===== config.mk =====
export PLATFORM = sky130hd
export DESIGN_NAME = terminal_key_escape_decoder_unit
export DESIGN_NICKNAME = d
export VERILOG_FILES = /design/src/rtl/core/tked_pkg.sv /design/src/rtl/core/tked_decode.sv /design/src/rtl/core/tked_out_queue.sv /design/src/rtl/core/terminal_key_escape_decoder_unit.sv
export SDC_FILE = /design/constraint.sdc
export NUM_CORES = 1
export LEC_CHECK = 0
export ABC_AREA = 1
export BUFFER_PORTS_ARGS = -buffer_cell sky130_fd_sc_hd__buf_2
export CAP_MARGIN = 20
export CORE_MARGIN = 2
export CORE_UTILIZATION = 56
export DETAILED_ROUTE_END_ITERATION = 8
export HOLD_SLACK_MARGIN = 0.05
export PLACE_DENSITY = 0.85
export SLEW_MARGIN = 10
export SYNTH_ARGS = -nofsm -noshare
export SYNTH_HDL_FRONTEND = slang
export SYNTH_HIERARCHICAL = 1
export SYNTH_SLANG_ARGS = --single-unit

===== constraint.sdc =====
create_clock -name aclk -period 2.9 [get_ports aclk]
set_input_delay 0.29 -clock aclk [delete_from_list [all_inputs] [get_ports aclk]]
set_output_delay 0.29 -clock aclk [all_outputs]
set_load 0.02 [all_outputs]

===== src/rtl/core/tked_pkg.sv =====
// tked_pkg: types, constants and lookup functions for the terminal key escape decoder.
// Used by tked_decode, tked_out_queue and terminal_key_escape_decoder_unit.
`timescale 1ns / 1ps

package tked_pkg;

    localparam int BYTE_W  = 8;
    localparam int CODE_W  = 11;
    localparam int TDATA_W = 16;
    localparam int QDEPTH  = 4;
    localparam int QPTR_W  = 2;
    localparam int QCNT_W  = 3;

    typedef logic [BYTE_W-1:0] byte_t;
    typedef logic [CODE_W-1:0] code_t;

    typedef enum logic [2:0] {
        PH_IDLE = 3'd0,
        PH_ESC  = 3'd1,
        PH_CSI  = 3'd2,
        PH_SS3  = 3'd3,
        PH_DIG  = 3'd4,
        PH_FKEY = 3'd5,
        PH_MOD1 = 3'd6,
        PH_MOD2 = 3'd7
    } phase_t;

    localparam byte_t CH_ESC   = 8'd27;
    localparam byte_t CH_LBRK  = 8'h5B;
    localparam byte_t CH_O     = 8'h4F;
    localparam byte_t CH_TILDE = 8'h7E;
    localparam byte_t CH_SEMI  = 8'h3B;
    localparam byte_t CH_0     = 8'h30;
    localparam byte_t CH_1     = 8'h31;
    localparam byte_t CH_2     = 8'h32;
    localparam byte_t CH_3     = 8'h33;
    localparam byte_t CH_4     = 8'h34;
    localparam byte_t CH_5     = 8'h35;
    localparam byte_t CH_6     = 8'h36;
    localparam byte_t CH_7     = 8'h37;
    localparam byte_t CH_8     = 8'h38;
    localparam byte_t CH_9     = 8'h39;
    localparam byte_t CH_A     = 8'h41;
    localparam byte_t CH_B     = 8'h42;
    localparam byte_t CH_C     = 8'h43;
    localparam byte_t CH_D     = 8'h44;
    localparam byte_t CH_F     = 8'h46;
    localparam byte_t CH_H     = 8'h48;
    localparam byte_t CH_P     = 8'h50;
    localparam byte_t CH_Q     = 8'h51;
    localparam byte_t CH_R     = 8'h52;
    localparam byte_t CH_S     = 8'h53;

    localparam code_t KC_ESC       = 11'd27;
    localparam code_t KC_UP        = 11'd1000;
    localparam code_t KC_DOWN      = 11'd1001;
    localparam code_t KC_LEFT      = 11'd1002;
    localparam code_t KC_RIGHT     = 11'd1003;
    localparam code_t KC_HOME      = 11'd1004;
    localparam code_t KC_END       = 11'd1005;
    localparam code_t KC_PGUP      = 11'd1006;
    localparam code_t KC_PGDN      = 11'd1007;
    localparam code_t KC_INS       = 11'd1008;
    localparam code_t KC_DEL       = 11'd1009;
    localparam code_t KC_F1        = 11'd1011;
    localparam code_t KC_F2        = 11'd1012;
    localparam code_t KC_F3        = 11'd1013;
    localparam code_t KC_F4        = 11'd1014;
    localparam code_t KC_F10       = 11'd1020;
    localparam code_t KC_SH_UP     = 11'd1100;
    localparam code_t KC_SH_DOWN   = 11'd1101;
    localparam code_t KC_SH_LEFT   = 11'd1102;
    localparam code_t KC_SH_RIGHT  = 11'd1103;
    localparam code_t KC_CTRL_INS  = 11'd1104;
    localparam code_t KC_SH_DEL    = 11'd1105;
    localparam code_t KC_SH_INS    = 11'd1106;

    typedef struct packed {
        code_t code;
        logic  last;
    } qword_t;

    // results of one decoded byte: num is 0, 1 or 2
    typedef struct packed {
        logic [1:0] num;
        qword_t     w0;
        qword_t     w1;
    } dec_res_t;

    function automatic logic is_digit(input byte_t b);
        return (b >= CH_0) && (b <= CH_9);
    endfunction

    function automatic code_t csi_letter(input byte_t b);
        code_t c;
        unique case (b)
            CH_A:    c = KC_UP;
            CH_B:    c = KC_DOWN;
            CH_C:    c = KC_RIGHT;
            CH_D:    c = KC_LEFT;
            CH_H:    c = KC_HOME;
            CH_F:    c = KC_END;
            default: c = KC_ESC;
        endcase
        return c;
    endfunction

    function automatic code_t ss3_letter(input byte_t b);
        code_t c;
        unique case (b)
            CH_H:    c = KC_HOME;
            CH_F:    c = KC_END;
            CH_P:    c = KC_F1;
            CH_Q:    c = KC_F2;
            CH_R:    c = KC_F3;
            CH_S:    c = KC_F4;
            default: c = KC_ESC;
        endcase
        return c;
    endfunction

    function automatic code_t digit_tilde(input byte_t d);
        code_t c;
        unique case (d)
            CH_1:    c = KC_HOME;
            CH_2:    c = KC_INS;
            CH_3:    c = KC_DEL;
            CH_4:    c = KC_END;
            CH_5:    c = KC_PGUP;
            CH_6:    c = KC_PGDN;
            CH_7:    c = KC_HOME;
            CH_8:    c = KC_END;
            default: c = KC_ESC;
        endcase
        return c;
    endfunction

    function automatic code_t modifier_key(input byte_t d, input byte_t m, input byte_t f);
        code_t c;
        c = KC_ESC;
        priority if (d == CH_1 && m == CH_2 && f == CH_A) c = KC_SH_UP;
        else if (d == CH_1 && m == CH_2 && f == CH_B)     c = KC_SH_DOWN;
        else if (d == CH_1 && m == CH_2 && f == CH_C)     c = KC_SH_RIGHT;
        else if (d == CH_1 && m == CH_2 && f == CH_D)     c = KC_SH_LEFT;
        else if (f == CH_TILDE && d == CH_2 && m == CH_5) c = KC_CTRL_INS;
        else if (f == CH_TILDE && d == CH_3 && m == CH_2) c = KC_SH_DEL;
        else if (f == CH_TILDE && d == CH_2 && m == CH_2) c = KC_SH_INS;
        else                                              c = KC_ESC;
        return c;
    endfunction

    function automatic logic fkey_mid(input byte_t d, input byte_t n);
        return (d == CH_1 && n >= CH_1 && n <= CH_5) || (d == CH_2 && n == CH_1);
    endfunction

    function automatic code_t fkey_code(input byte_t d, input byte_t n, input byte_t f);
        code_t c;
        byte_t off;
        off = n - CH_1;
        priority if (f != CH_TILDE)                c = KC_ESC;
        else if (d == CH_1 && n >= CH_1 && n <= CH_5) c = KC_F1 + code_t'(off);
        else if (d == CH_2 && n == CH_1)           c = KC_F10;
        else                                       c = KC_ESC;
        return c;
    endfunction

endpackage


===== src/rtl/core/tked_decode.sv =====
// tked_decode: input word register, sequence state and single-pass key decode.
// Depends on tked_pkg.
`timescale 1ns / 1ps

module tked_decode
    import tked_pkg::*;
(
    input  logic     aclk,
    input  logic     aresetn,
    input  logic     in_valid,
    output logic     in_ready,
    input  byte_t    in_byte,
    input  logic     space_ok,
    output dec_res_t res
);

    logic   in_valid_reg;
    byte_t  in_byte_reg;
    phase_t phase_reg, phase_next;
    byte_t  lead_digit_reg, lead_digit_next;
    byte_t  mid_byte_reg, mid_byte_next;
    logic   fire;
    byte_t  b;

    assign b        = in_byte_reg;
    assign fire     = in_valid_reg && space_ok;
    assign in_ready = !in_valid_reg || space_ok;

    always_ff @(posedge aclk) begin
        if (!aresetn) begin
            in_valid_reg <= 1'b0;
        end else if (in_ready) begin
            in_valid_reg <= in_valid;
        end
        if (in_ready && in_valid) begin
            in_byte_reg <= in_byte;
        end
    end

    always_ff @(posedge aclk) begin
        if (!aresetn) begin
            phase_reg      <= PH_IDLE;
            lead_digit_reg <= '0;
            mid_byte_reg   <= '0;
        end else if (fire) begin
            phase_reg      <= phase_next;
            lead_digit_reg <= lead_digit_next;
            mid_byte_reg   <= mid_byte_next;
        end
    end

    // next state
    always_comb begin
        phase_next      = PH_IDLE;
        lead_digit_next = lead_digit_reg;
        mid_byte_next   = mid_byte_reg;
        unique case (phase_reg)
            PH_IDLE: begin
                phase_next = (b == CH_ESC) ? PH_ESC : PH_IDLE;
            end
            PH_ESC: begin
                priority if (b == CH_LBRK) phase_next = PH_CSI;
                else if (b == CH_O)        phase_next = PH_SS3;
                else                       phase_next = PH_IDLE;
            end
            PH_CSI: begin
                if (is_digit(b)) begin
                    phase_next      = PH_DIG;
                    lead_digit_next = b;
                end
            end
            PH_SS3: phase_next = PH_IDLE;
            PH_DIG: begin
                priority if (b == CH_TILDE) begin
                    phase_next = PH_IDLE;
                end else if (b == CH_SEMI) begin
                    phase_next = PH_MOD1;
                end else if (fkey_mid(lead_digit_reg, b)) begin
                    phase_next    = PH_FKEY;
                    mid_byte_next = b;
                end else begin
                    phase_next = PH_IDLE;
                end
            end
            PH_FKEY: phase_next = PH_IDLE;
            PH_MOD1: begin
                phase_next    = PH_MOD2;
                mid_byte_next = b;
            end
            PH_MOD2: phase_next = PH_IDLE;
            default: phase_next = PH_IDLE;
        endcase
    end

    // result words
    always_comb begin
        res         = '0;
        res.w0.last = 1'b1;
        res.w1.last = 1'b1;
        res.w0.code = KC_ESC;
        res.w1.code = code_t'(b);
        unique case (phase_reg)
            PH_IDLE: begin
                if (b != CH_ESC) begin
                    res.num     = 2'd1;
                    res.w0.code = code_t'(b);
                end
            end
            PH_ESC: begin
                priority if (b == CH_LBRK || b == CH_O) begin
                    res.num = 2'd0;
                end else if (b == CH_ESC) begin
                    res.num = 2'd1;
                end else begin
                    res.num     = 2'd2;
                    res.w0.last = 1'b0;
                end
            end
            PH_CSI: begin
                if (!is_digit(b)) begin
                    res.num     = 2'd1;
                    res.w0.code = csi_letter(b);
                end
            end
            PH_SS3: begin
                res.num     = 2'd1;
                res.w0.code = ss3_letter(b);
            end
            PH_DIG: begin
                priority if (b == CH_TILDE) begin
                    res.num     = 2'd1;
                    res.w0.code = digit_tilde(lead_digit_reg);
                end else if (b == CH_SEMI || fkey_mid(lead_digit_reg, b)) begin
                    res.num = 2'd0;
                end else begin
                    res.num = 2'd1;
                end
            end
            PH_FKEY: begin
                res.num     = 2'd1;
                res.w0.code = fkey_code(lead_digit_reg, mid_byte_reg, b);
            end
            PH_MOD1: res.num = 2'd0;
            PH_MOD2: begin
                res.num     = 2'd1;
                res.w0.code = modifier_key(lead_digit_reg, mid_byte_reg, b);
            end
            default: res.num = 2'd0;
        endcase
        if (!fire) begin
            res.num = 2'd0;
        end
    end

    a_two_only_from_esc: assert property (@(posedge aclk) disable iff (!aresetn)
        res.num == 2'd2 |-> phase_reg == PH_ESC && phase_next == PH_IDLE)
        else $error("two results outside the ESC phase");

    a_mod_holds_mid: assert property (@(posedge aclk) disable iff (!aresetn)
        fire && phase_reg == PH_MOD1 |=> mid_byte_reg == $past(in_byte_reg))
        else $error("modifier digit not captured");

    a_no_fire_no_move: assert property (@(posedge aclk) disable iff (!aresetn)
        !fire |=> $stable(phase_reg))
        else $error("state moved without a decoded word");

endmodule


===== src/rtl/core/tked_out_queue.sv =====
// tked_out_queue: four-word result queue that absorbs up to two words per cycle.
// Depends on tked_pkg.
`timescale 1ns / 1ps

module tked_out_queue
    import tked_pkg::*;
(
    input  logic     aclk,
    input  logic     aresetn,
    input  dec_res_t res,
    output logic     space_ok,
    output logic     out_valid,
    input  logic     out_ready,
    output qword_t   out_word
);

    qword_t              mem [QDEPTH];
    logic [QPTR_W-1:0]   head_reg, tail_reg;
    logic [QCNT_W-1:0]   count_reg, count_next;
    logic                pop;
    logic [QPTR_W-1:0]   tail_p1;

    assign out_valid = (count_reg != '0);
    assign out_word  = mem[head_reg];
    assign pop       = out_valid && out_ready;
    assign space_ok  = (count_reg <= QCNT_W'(QDEPTH - 2));
    assign tail_p1   = tail_reg + 1'b1;
    assign count_next = count_reg + QCNT_W'(res.num) - QCNT_W'(pop);

    always_ff @(posedge aclk) begin
        if (res.num != 2'd0) begin
            mem[tail_reg] <= res.w0;
        end
        if (res.num == 2'd2) begin
            mem[tail_p1] <= res.w1;
        end
    end

    always_ff @(posedge aclk) begin
        if (!aresetn) begin
            head_reg  <= '0;
            tail_reg  <= '0;
            count_reg <= '0;
        end else begin
            head_reg  <= head_reg + QPTR_W'(pop);
            tail_reg  <= tail_reg + QPTR_W'(res.num);
            count_reg <= count_next;
        end
    end

    a_count_bound: assert property (@(posedge aclk) disable iff (!aresetn)
        count_reg <= QCNT_W'(QDEPTH))
        else $error("queue overfilled");

    a_push_has_room: assert property (@(posedge aclk) disable iff (!aresetn)
        res.num != 2'd0 |-> count_reg <= QCNT_W'(QDEPTH - 2))
        else $error("push without room");

    a_ptr_count: assert property (@(posedge aclk) disable iff (!aresetn)
        QPTR_W'(tail_reg - head_reg) == count_reg[QPTR_W-1:0])
        else $error("pointers disagree with count");

endmodule


===== src/rtl/core/terminal_key_escape_decoder_unit.sv =====
// terminal_key_escape_decoder_unit: top level of the terminal key escape decoder.
// Depends on tked_pkg, tked_decode and tked_out_queue.
//
// Usage:
//   Slave stream s_*: one keyboard byte per word in s_tdata[7:0].
//   Master stream m_*: one key code per word in m_tdata[10:0] (plain byte
//   0-255 or extended code 1000-1106); m_tlast marks the last word caused
//   by an input byte. A byte yields zero, one or two words.
//   Flow: a byte taken from s_* sits in the input register, is decoded
//   from there and written to the result queue, where m_tvalid rises;
//   while the queue lacks room the byte waits in the input register.
//   Throughput: one byte per cycle while the receiver takes one word per
//   cycle; an ESC followed by an ordinary byte gives two words, both
//   written to the queue together. The four-word result queue sets this.
//   Receiver stall: the queue fills, the decoder holds its byte once fewer
//   than two slots are free, and s_tready drops when the input register
//   is then also full. No word is lost.
//   Reset (aresetn low, synchronous): queue emptied, decoder back to idle,
//   any part-received escape sequence discarded.
`timescale 1ns / 1ps

module terminal_key_escape_decoder_unit
    import tked_pkg::*;
(
    input  logic               aclk,
    input  logic               aresetn,
    input  logic               s_tvalid,
    output logic               s_tready,
    input  logic [BYTE_W-1:0]  s_tdata,   // [7:0] in_byte
    output logic               m_tvalid,
    input  logic               m_tready,
    output logic [TDATA_W-1:0] m_tdata,   // [10:0] key_code, [15:11] zero
    output logic               m_tlast
);

    dec_res_t res;
    logic     space_ok;
    qword_t   out_word;

    tked_decode u_decode (
        .aclk     (aclk),
        .aresetn  (aresetn),
        .in_valid (s_tvalid),
        .in_ready (s_tready),
        .in_byte  (s_tdata),
        .space_ok (space_ok),
        .res      (res)
    );

    tked_out_queue u_queue (
        .aclk      (aclk),
        .aresetn   (aresetn),
        .res       (res),
        .space_ok  (space_ok),
        .out_valid (m_tvalid),
        .out_ready (m_tready),
        .out_word  (out_word)
    );

    assign m_tdata = {{(TDATA_W-CODE_W){1'b0}}, out_word.code};
    assign m_tlast = out_word.last;

endmodule

==> flow_metrics.tcl <==
set metrics [dict create \
    crit_required_ns 3.21 \
    final_cells 902 \
    grt_max_degree 28 \
    netlist_instances 728 \
    synth.area.top_cells "edfxtp_1 30%, nand2_1 11%, dfxtp_1 9.6%" \
    path_class "flop to flop" \
    relSlewSlack_pct 51.4 \
    synth_most_common_cell "nand2_1" \
    grt_pass1_vias 4752 \
    maxCapViolCount 0 \
    yosys.area_share.simple_pct 30.2 \
    power_leakage_nw 2.59 \
    synth_ff_type "edfxtp_1" \
    synth-edff-count 56 \
    dr.pass1.iters 5 \
    whs_path_depth 1 \
    r2r_end "u_queue/count_reg[2]$_SDFF_PN0_" \
    hold_start "s_tdata[5]" \
    status "complete, no violations" \
    cts_buffers 9 \
    die_height_um 104 \
    cp_cell_sequence "nand2_1, nor2_1, nand4_1, nand4_1, nor2_2, inv_2, ha_1, fa_1, inv_1, nand2_1, a21oi_1" \
    yosys_warnings 6 \
    path_clk_slew_ns 0.10 \
    rr_worst_depth 11 \
    cp-start-kind "flop" \
    power.density_nw_per_um2 554 \
    synthAdderAreaFrac_pct 1.91 \
    rows 36 \
    top_register "u_queue/mem" \
    drc 0 \
    wire_per_inst_um 15.9 \
    clock_latency_ns 0.38 \
    worst_slack_ns 0.0899 \
    portBuffers 25 \
    yosysUniqueCellTypes 50 \
    place.gp.congestion 1.02 \
    crit_path_end_kind "flop" \
    fillCellCount 871 \
    hold_path_class "primary input to flop" \
    synth-compound-area-share_pct 16.2 \
    vdd_drop_max_uv 256 \
    worstPathArrival_ns 3.12 \
    dr_total_vias 5051 \
    fin_util_pct 62.4 \
    synthesis.area_um2 5630 \
    top_level_ports 31 \
    synthTopCellsByCount "159 x nand2_1, 86 x nor2_1, 80 x inv_1, 56 x edfxtp_1, 51 x nand3_1" \
    reg2reg_from "u_decode/b[3]$_DFFE_PP_" \
    worst_slew_pin_slew_ns 0.728 \
    synthXorXnorAreaFrac_pct 1.71 \
    synth-seq-cells 83 \
    post-route-min-period_ns 2.81 \
    synth_top_family_by_area "simple AND/OR/NAND/NOR gates" \
    r2r_slack_ns 0.09 \
    routed_wl_mm 14.3 \
    cpMaxStageDelayCell "edfxtp_1" \
    synth-async-reset-ratio_pct 0 \
    period_share_pct 96.9 \
    setup_violations 0 \
    h-tree-depth 3 \
    dpl.cell_count 882 \
    yosysTopAreaCell "edfxtp_1" \
    viasPerCell 5.60 \
    cp-startpoint "u_decode/b[3]$_DFFE_PP_" \
    yosysSeqAreaShare_pct 39.5 \
    layout.nets 784 \
    antenna_found_initial 0 \
    antenna_cells 0 \
    initial_utilization_pct 57.6 \
    rsz0062_at_grt "yes" \
    drt_iter0_drc 446 \
    clock-sinks 83 \
    syn_area_per_cell_um2 7.73 \
    hold_end "u_decode/b[5]$_DFFE_PP_" \
    largest_reg_flops 48 \
    ctsLongestPathBuffers 2 \
    core-area_um2 9770 \
    dp_hpwl_mm 10.6 \
    synth_top_area_share_pct 29.9 \
    synth_mux_area_share_pct 0 \
    holdBufCountCts 0 \
    grt_pass1_wl_mm 23.1 \
    skew_ns 0.0113 \
    syn2layout_area_growth_pct 8.47 \
    cts_tree "done" \
    drive_above_1_share_pct 19.6 \
    overflow 0 \
    ant_nets 0 \
    dieWidth_um 104 \
    clock.fmax_ghz 0.356 \
    slew_viol_final 0 \
    finalHoldViolations 0 \
    die_area_um2 10900 \
    track_usage_pct 26.9 \
    crit_fanout 8 \
    dp_slack_ns -0.145 \
    max_stage_delay_ns 0.63 \
    cts-root-buf "clkbuf_8" \
]
-- placed cells by master (no fill, tap or decap), drive strengths merged --
cell | Yosys | final
clkbuf | 4 | 9
conb | 3 | 9
and3 | 2 | 2
nor3 | 9 | 9
nand4 | 16 | 16
o221ai | 1 | 1
nand2 | 177 | 177
nand3b | 1 | 1
ha | 7 | 7
o31ai | 4 | 4
o22ai | 12 | 12
xor2 | 4 | 4
a21boi | 1 | 1
edfxtp | 56 | 56
o21bai | 2 | 2
clkinv | 1 | 2
nor4 | 1 | 1
xnor2 | 7 | 7
o21ai | 86 | 86
buf | 25 | 48
clkinvlp | 0 | 3
or2 | 2 | 2
inv | 87 | 90
nor2 | 97 | 97
dfxtp | 27 | 27
fa | 1 | 1
a21o | 2 | 2
o211ai | 1 | 1
o21a | 1 | 1
a21oi | 35 | 35
nand3 | 56 | 56
-- how the worst max path moves through the flow --
| stage | end | slack (ns) |
|---|---|---|
| after detailed placement | u_queue/count_reg[2]$_SDFF_PN0_ | -0.15 |
| final | u_queue/count_reg[2]$_SDFF_PN0_ | 0.09 |
| after CTS | u_queue/count_reg[2]$_SDFF_PN0_ | 0.04 |
| after global placement | u_queue/count_reg[2]$_SDFF_PN0_ | -0.15 |
| after global routing | u_queue/count_reg[2]$_SDFF_PN0_ | -0.08 |
| after floorplan | u_queue/mem[0][0]$_DFFE_PP_ | -0.05 |
-- critical path: cells and delay by family, from the launching register on --
kind            cells  cell delay [ns]
buf+inv             2             0.19
flops               1             0.63
simple gates        6             1.07
fa+ha+maj           2             0.70
compound gates      1             0.14
-- through the flow --
stage	total power, mW	hold slack (ns)	TNS, ns	cell area, µm²
final	3.38	0.0780	0	6100
after global routing	3.56	0.0651	-0.0836	6100
after CTS	3.38	0.0671	0	6080
after detailed placement	2.56	0.448	-0.203	5870
after global placement	2.52	0.439	-0.504	5870
after floorplan	2.26	0.383	-2.43	5650
-- routing by layer --
layer / global-route usage [%] / wire length (µm) / vias up
li1: - / - / 2483
met5: 0 / 0 / -
met4: 13.7 / 490 / 0
met1: 33.3 / 5880 / 2336
met2: 46.0 / 7070 / 192
met3: 3.57 / 857 / 40
-- where the power goes --
part           internal, mW  total, mW  switching, mW
Combinational         0.356       1.08          0.724
Clock                 0.335      0.830          0.495
Sequential             1.40       1.47         0.0764
-- logic make-up after synthesis --
kind of cell,count (synthesis)
simple gates,361
compound gates,145
buf+inv,117
flops,83
xor+xnor,11
fa+ha+maj,8
other cells,3
-- timing repair --
action	CTS	global route
setup endpoints to repair	2	80
cloned	0	0
pin swaps	0	1
gates resized for setup	0	2
buffers inserted	1	3
-- layout make-up --
class	count	area (µm²)	share of cell area [%]
Clock inverter	7	72.6	1.19
Tap cell	133	166	2.73
Multi-Input combinational cell	534	2850	46.7
Timing Repair Buffer	48	335	5.50
Sequential cell	83	2220	36.4
Clock buffer	9	124	2.03
Inverter	88	333	5.45
No activity file was read; power rests on OpenSTA's default activity.
